## src/rtl/sample_slot_allocator_unit_assert.svh

```systemverilog
// Assertion macros for the sample slot allocator.
// Used by the top level and the divider; no other dependencies.
`ifndef SAMPLE_SLOT_ALLOCATOR_UNIT_ASSERT_SVH
`define SAMPLE_SLOT_ALLOCATOR_UNIT_ASSERT_SVH

// property that must hold at every clock edge outside reset
`define SSA_ASSERT(label, clk, rst_n, prop) \
    label: assert property (@(posedge clk) disable iff (!rst_n) prop) \
        else $error("assertion failed");

// implication whose consequent is checked in the cycle after the antecedent
`define SSA_ASSERT_NEXT(label, clk, rst_n, ante, cons) \
    label: assert property (@(posedge clk) disable iff (!rst_n) (ante) |=> (cons)) \
        else $error("assertion failed");

`endif

```

## src/rtl/ssa_pkg.sv

```systemverilog
// Package for the sample slot allocator: codes, sizes and small helpers.
// No dependencies.
`timescale 1ns / 1ps
`default_nettype none
package ssa_pkg;
    localparam int SLOTS         = 128;
    localparam int SLOT_W        = (SLOTS > 1) ? $clog2(SLOTS) : 1;
    localparam int CNT_W         = $clog2(SLOTS + 1);
    localparam logic [31:0] ADDRESS_LIMIT = 32'd522240;
    localparam logic [31:0] BASE_RATE     = 32'd44100;
    localparam logic [18:0] INIT_ADDR     = 19'd1064;

    localparam logic [1:0] KIND_PCM16 = 2'd0;
    localparam logic [1:0] KIND_PCM8  = 2'd1;
    localparam logic [1:0] KIND_ADX   = 2'd2;
    localparam logic [1:0] KIND_TRIM  = 2'd3;

    localparam logic [2:0] ST_OK        = 3'd0;
    localparam logic [2:0] ST_ADDR      = 3'd1;
    localparam logic [2:0] ST_FULL      = 3'd2;
    localparam logic [2:0] ST_BAD_HDR   = 3'd3;
    localparam logic [2:0] ST_BAD_RATE  = 3'd4;

    localparam logic [1:0] REG_IS_PAL = 2'd0;
    localparam logic [1:0] REG_INIT   = 2'd1;

    // divider request and result
    typedef struct packed {
        logic        start;
        logic [31:0] dividend;
        logic [31:0] divisor;
    } t_div_req;

    typedef struct packed {
        logic        busy;
        logic        done;
        logic [31:0] quot;
    } t_div_rsp;

    function automatic logic [14:0] dsz_of(input logic [31:0] bpb);
        logic [14:0] d;
        case (bpb)
            32'd768: d = 15'd19968;
            32'd512: d = 15'd9216;
            32'd384: d = 15'd5376;
            32'd256: d = 15'd2560;
            32'd192: d = 15'd5376;
            32'd128: d = 15'd5376;
            default: d = 15'd0;
        endcase
        return d;
    endfunction

    function automatic logic [4:0] bitlen(input logic [31:0] q);
        logic [4:0] n;
        n = 5'd0;
        for (int i = 0; i < 32; i++) begin
            if (q[i]) n = 5'(i + 1);
        end
        return n;
    endfunction
endpackage
`default_nettype wire

```

## src/rtl/ssa_divider.sv

```systemverilog
// Shared restoring divider, one quotient bit per cycle: it iterates once per quotient bit after the
// start cycle, with done raised on the cycle after the last one. Depends on ssa_pkg.
`timescale 1ns / 1ps
`default_nettype none
`include "sample_slot_allocator_unit_assert.svh"
module ssa_divider import ssa_pkg::*; (
    input  wire logic     i_clk,
    input  wire logic     i_rst_n,
    input  wire t_div_req i_req,
    output t_div_rsp      o_rsp
);
    logic [31:0] r_rem, n_rem;
    logic [31:0] r_quo, n_quo;
    logic [31:0] r_den, n_den;
    logic [5:0]  r_cnt, n_cnt;
    logic        r_busy, n_busy;
    logic        r_done, n_done;
    logic [32:0] trial;

    always_comb begin
        n_rem  = r_rem;
        n_quo  = r_quo;
        n_den  = r_den;
        n_cnt  = r_cnt;
        n_busy = r_busy;
        n_done = 1'b0;
        trial  = {r_rem, r_quo[31]} - {1'b0, r_den};
        if (i_req.start && !r_busy) begin
            n_rem  = 32'd0;
            n_quo  = i_req.dividend;
            n_den  = i_req.divisor;
            n_cnt  = 6'd0;
            n_busy = 1'b1;
        end else if (r_busy) begin
            if (!trial[32]) begin
                n_rem = trial[31:0];
                n_quo = {r_quo[30:0], 1'b1};
            end else begin
                n_rem = {r_rem[30:0], r_quo[31]};
                n_quo = {r_quo[30:0], 1'b0};
            end
            n_cnt = r_cnt + 6'd1;
            if (r_cnt == 6'd31) begin
                n_busy = 1'b0;
                n_done = 1'b1;
            end
        end
    end

    always_ff @(posedge i_clk) begin
        if (!i_rst_n) begin
            r_busy <= 1'b0;
            r_done <= 1'b0;
            r_cnt  <= 6'd0;
        end else begin
            r_busy <= n_busy;
            r_done <= n_done;
            r_cnt  <= n_cnt;
        end
        r_rem <= n_rem;
        r_quo <= n_quo;
        r_den <= n_den;
    end

    assign o_rsp.busy = r_busy;
    assign o_rsp.done = r_done;
    assign o_rsp.quot = r_quo;

    `SSA_ASSERT(a_done_not_busy, i_clk, i_rst_n, !(r_done && r_busy))
    `SSA_ASSERT_NEXT(a_done_after_last, i_clk, i_rst_n, r_busy && r_cnt == 6'd31, r_done)
    `SSA_ASSERT(a_cnt_range, i_clk, i_rst_n, r_busy || r_cnt == 6'd0 || r_cnt == 6'd32)
endmodule
`default_nettype wire

```

## config.mk

```make
export PLATFORM = sky130hd
export DESIGN_NAME = ssa_divider
export DESIGN_NICKNAME = d
export VERILOG_FILES = /design/src/rtl/ssa_pkg.sv /design/src/rtl/ssa_divider.sv
export VERILOG_INCLUDE_DIRS = /design/src /design/src/rtl
export SDC_FILE = /design/constraint.sdc
export NUM_CORES = 1
export LEC_CHECK = 0
export BUFFER_PORTS_ARGS = -buffer_cell sky130_fd_sc_hd__buf_2
export CAP_MARGIN = 30
export CORE_ASPECT_RATIO = 1.75
export CORE_UTILIZATION = 40
export CTS_CLUSTER_SIZE = 12
export DETAILED_ROUTE_END_ITERATION = 8
export SYNTH_ARGS = -nofsm -noshare
export SYNTH_HDL_FRONTEND = slang
export SYNTH_SLANG_ARGS = --single-unit
```

## constraint.sdc

```tcl
create_clock -name i_clk -period 3.8 [get_ports i_clk]
set_input_delay 0.76 -clock i_clk [delete_from_list [all_inputs] [get_ports i_clk]]
set_output_delay 0.76 -clock i_clk [all_outputs]
set_load 0.005 [all_outputs]
```

=== Yosys cells after proc, flatten, opt, wreduce, memory -nomap -nowiden ===
Index checks and enable logic that the tools add are counted.

* Add/sub/neg operators: 2
* Eq/ne operators: 1
* Mux-type cells: 8
* Bitwise gates (word level): 2
* Reduce and logical (&&, ||, !) cells: 5

{| class="wikitable"
|+ Operators with widths
! operator !! number
|-
| $mux W32 || 3
|-
| $sub A33 B32 Y33 || 1
|-
| $add A6 B1 Y6 const B || 1
|-
| $eq A6 B5 Y1 const B || 1
|-
| $mux W1 || 5
|-
| $reduce_or A3 Y1 || 1
|-
| $not A1 Y1 || 2
|-
| $reduce_bool A2 Y1 || 1
|-
| $reduce_or A2 Y1 || 1
|-
| $logic_and A1 B1 Y1 || 1
|-
| $logic_not A1 Y1 || 1
|}

* Flip-flop bits (word level): 104
* Bits of input ports: 67
* Output and inout bits: 34
* Word-level logic and storage cells: 24

=== Depth between registers and ports, before layout ===
* Depth in word-level cells: 4
* Depth in mapped cells: 14
* Gate-level depth less buffers: 12

=== Least setup slack after synthesis ===
OpenSTA, ideal clock, no wires.

* Path kind: input to register
* Start point: in i_req[64] (netlist name)
* End point: reg r_quo[24] (data pin)
* Library setup time: 0.261 ns
* Data arrival time: 2.694 ns
* Data required time: 3.539 ns
* Setup slack: 0.845 ns
* Stages: 4
* Buffers on the path: 2
* Path through: nor2b_1 -> clkbuf_1 -> buf_1 -> mux2_2

* Word-level cells in the longest chain between the ends: 2

{| class="wikitable"
|+ Ends and longest elaborated chain
! element !! RTL line !! RTL
|-
| from (decl) || ssa_divider.sv:9 || <nowiki>input wire t_div_req i_req,</nowiki>
|-
| $logic_and A1 B1 Y1 || ssa_divider.sv:28 || <nowiki>if (i_req.start && !r_busy) begin</nowiki>
|-
| $mux W32 || ssa_divider.sv:28 ||
|-
| via n_quo[24] || ssa_divider.sv:13 || <nowiki>logic [31:0] r_quo, n_quo;</nowiki>
|-
| to (signal assigned) || ssa_divider.sv:61 || <nowiki>r_quo <= n_quo;</nowiki>
|-
| to (decl) || ssa_divider.sv:13 ||
|}

The timed path passes the listed nets, and every way through them passes these cells.
A chain may end at the register's enable or synchronous reset.

=== Worst setup path in the final report ===
* Start point: reg r_quo[31]
* End point: reg r_rem[20]

* Word-level cells in the longest chain between the ends: 2

{| class="wikitable"
|+ Ends and longest elaborated chain
! element !! RTL line !! RTL
|-
| $sub A33 B32 Y33 || ssa_divider.sv:27 || <nowiki>trial = {r_rem, r_quo[31]} - {1'b0, r_den};</nowiki>
|-
| $mux W32 || ssa_divider.sv:35 || <nowiki>if (!trial[32]) begin</nowiki>
|-
| to (signal assigned) || ssa_divider.sv:60 || <nowiki>r_rem <= n_rem;</nowiki>
|-
| to (decl) || ssa_divider.sv:12 || <nowiki>logic [31:0] r_rem, n_rem;</nowiki>
|}

Every way passes these cells.

==> impl_metrics.yaml <==
cells_and_area:
  final_common_cell: "buf_2"
  final_cell_mix: "buf_2, edfxtp_1, nand2_1"
  post-route-util_pct: 47.88
  num-fill-cells: 1352
  area_growth_pct: 15.95
  layoutNonFillerInstCount: 862
  layout-drive-gt1-share_pct: 25.22
  layout.nets: 778
  antennaDiodeCount: 0
clocking:
  clk_path_buf_depth: 2
  htree_num_levels: 3
  cts_sinks: 104
  path_clk_slew_ps: 90
  clock_latency_ps: 350
  ctsHoldBuffers: 0
  post_cts_buffers: 0
  cts_resized: 0
  cts_tree: "done"
  cts_inserted_buffers: 9
  cts-root-buf: "clkbuf_16"
place:
  gp_congestion: 0.8977
  placed_cells: 846
  dpl.hpwl_um: 10200
  dp_slack_ps: 818.7
  port_buffers: 100
worst_setup_path:
  endpoint: "r_rem[20]$_SDFFE_PP0P_"
  reg2reg_depth: 13
  rr_endpoint: "r_rem[20]$_SDFFE_PP0P_"
  setup.worst_path.start_class: "register"
  endpoint_kind: "register"
  worst-setup-path-type: "reg2reg"
  ff2ff_setup_slack_ps: 800
  cp_slowest_stage_delay_ps: 410
  crit_required_ps: 4040
  crit_chain: "inv_1 > ha_1 > fa_1 > nor2b_1 > o21ai_2 > a21oi_2 > o21ai_2 > nand2_1 > a21oi_4 > xor2_2 > buf_4 > nor4_1 > a311o_1"
  path_max_fanout: 38
  worst_ep_arrival_time_ps: 3230
  rr_startpoint: "r_quo[31]$_DFFE_PP_"
  crit_slowest_cell: "fa_1"
  cpMostUsedCell: "o21ai_2"
  critPathLaunch: "r_quo[31]$_DFFE_PP_"
drt:
  wl_per_cell_um: 15.79
  drtAntennaViolNets: 0
  drt_iter0_markers: 155
  drc: 0
  vias: 4674
  first_pass_iters: 5
  wirelength_um: 13610
  routed_via_density: 5.422
global_route:
  gr-total-overflow: 0
  antenna_found_initial: 0
  grt_pass1_wl_um: 22540
  grt_max_degree: 39
  grt_pass1_vias: 4865
  grtUsageTotal_pct: 18.71
sta:
  fmax_mhz: 333.8
  rsz0062_at_grt: "no"
  fin_crit_sh_pct: 78.83
  min_period_ps: 2996
  setup-violations-final: 0
  max_slew.worst_pin.slew_ps: 983.5
  fin_skew_ps: 16.01
  finalMaxSlewViolations: 0
  slew_headroom_pct: 34.35
  fin_ws_ps: 804.5
  hold_viol: 0
  setup_tns_ps: 0
logic_synthesis:
  synthAdderAreaFrac_pct: 7.260
  synth-edff-count: 64
  seq_area_frac_synth_pct: 45.66
  synthFlopType: "edfxtp_1"
  synth_xor_area_share_pct: 4.826
  avgSynthCellArea_sq_um: 10.09
  yosys.area.top_type: "edfxtp_1"
  synthDominantCellAreaShare_pct: 32.23
  syn-instance-count: 591
  synth_nets: 692
  synthSimpleGateAreaFrac_pct: 14.27
  async_reset_ff_share_pct: 0
  synth-compound-area-share_pct: 15.32
  syn-cell-area_sq_um: 5963
  ys_warn_count: 0
  synth_top_family_by_area: "compound AO/OA/AOI/OAI gates"
  synth.area.top_cells: "edfxtp_1, dfxtp_1, ha_1"
  synth_cell_type_count: 61
  synth_seq_cells: 104
  muxShareOfSynthArea_pct: 6.903
power:
  p_leak_nw: 2.920
  power_density_nw_per_um2: 642.2
  ir_drop_mv: 0.2816
floorplan:
  rows: 58
  die_w_um: 94.30
  initial_core_util_pct: 41.29
  dieArea_sq_um: 15420
  io_pins: 101
  die_h_um: 163.5
  core_sq_um: 14440
hold_path:
  timing.hold.worst.class: "reg2reg"
job:
  max-cap-violations: 0
run_status:
  status: "finished, final reports clean"
[worst min path at each step]
stage | startpoint | to | slack (ps) | cells past startpoint
after global routing | r_rem[15]$_SDFFE_PP0P_ | r_rem[15]$_SDFFE_PP0P_ | 530 | 2
after CTS | r_cnt[5]$_SDFFE_PP0P_ | r_cnt[5]$_SDFFE_PP0P_ | 500 | 2
after detailed placement | r_cnt[5]$_SDFFE_PP0P_ | r_cnt[5]$_SDFFE_PP0P_ | 480 | 2
after floorplan | r_rem[17]$_SDFFE_PP0P_ | r_rem[17]$_SDFFE_PP0P_ | 450 | 2
after global placement | r_cnt[5]$_SDFFE_PP0P_ | r_cnt[5]$_SDFFE_PP0P_ | 470 | 2
final | r_cnt[5]$_SDFFE_PP0P_ | r_cnt[5]$_SDFFE_PP0P_ | 490 | 2
[cells in the mapped netlist (all sizes together) (2+ instances only)]
cell type and n:
edfxtp 64, nand2 55, inv 46, nand3 41, dfxtp 40, a21oi 36
ha 33, mux2 33, o21ai 33, buf 23, nor2 21, xnor2 21
a21o 15, o311ai 14, xor2 11, clkbuf 10, nor3 10, nor2b 8
nor3b 8, a31oi 6, a32oi 6, nand2b 6, nand4 6, and2 4
mux2i 4, o211ai 4, and3 3, o21bai 3, o31ai 3, or3 3
a211oi 2, a21boi 2, a221oi 2, nor4 2
[stage by stage]
step | hold slack (ps) | power [mW] | cell area [sq um]
2_1_floorplan | 454.4 | 3.061 | 5963
3_3_place_gp | 469.9 | 3.457 | 6598
3_5_place_dp | 484.9 | 3.495 | 6598
4_1_cts | 497.1 | 4.477 | 6914
5_1_grt | 526.6 | 4.761 | 6914
6_report | 493.4 | 4.440 | 6914
[sequential cells by signal (all words and copies together), names as in the netlist]
register and flops:
r_den 32, r_quo 32, r_done 1, r_rem 32
r_busy 1, r_cnt 6
[metal layers]
layer | share of wire [%] | up-vias | global-route usage [%]
met3 | 4.2 | 26 | 3.352
li1 | - | 2322 | -
met2 | 53 | 134 | 34.29
met5 | 0 | - | 0
met4 | 3.3 | 0 | 9.580
met1 | 39 | 2192 | 19.94
[critical path, delay by kind of cell, from the launching register on]
kind            cells  cell delay (ps)
flops               1              380
simple gates        3              440
xor+xnor            1              150
compound gates      5              810
buf+inv             2              430
fa+ha+maj           2              640
[layout make-up]
cell class | count | area, sq um | area share, %
repair buffers | 108 | 573.1 | 8.288
multi-input cells | 408 | 2904 | 42.00
inverters | 46 | 172.7 | 2.497
clock buffers | 9 | 225.2 | 3.257
well taps | 180 | 225.2 | 3.257
flip-flops and latches | 104 | 2723 | 39.38
clock inverters | 7 | 91.34 | 1.321
[cell families after synthesis]
family,Yosys count
xor gates and xnor gates,32
AOI/OAI and AO/OA,135
and+or+nand+nor,170
muxes,37
adders and majority gates,34
buffers and inverters,79
DFF,104
[power by group]
part,internal (mW),switching (mW),total (mW)
clock network,0.481,0.483,0.963
registers,1.43,0.167,1.60
logic,0.797,1.08,1.88
(Power assumes the default switching activity.)
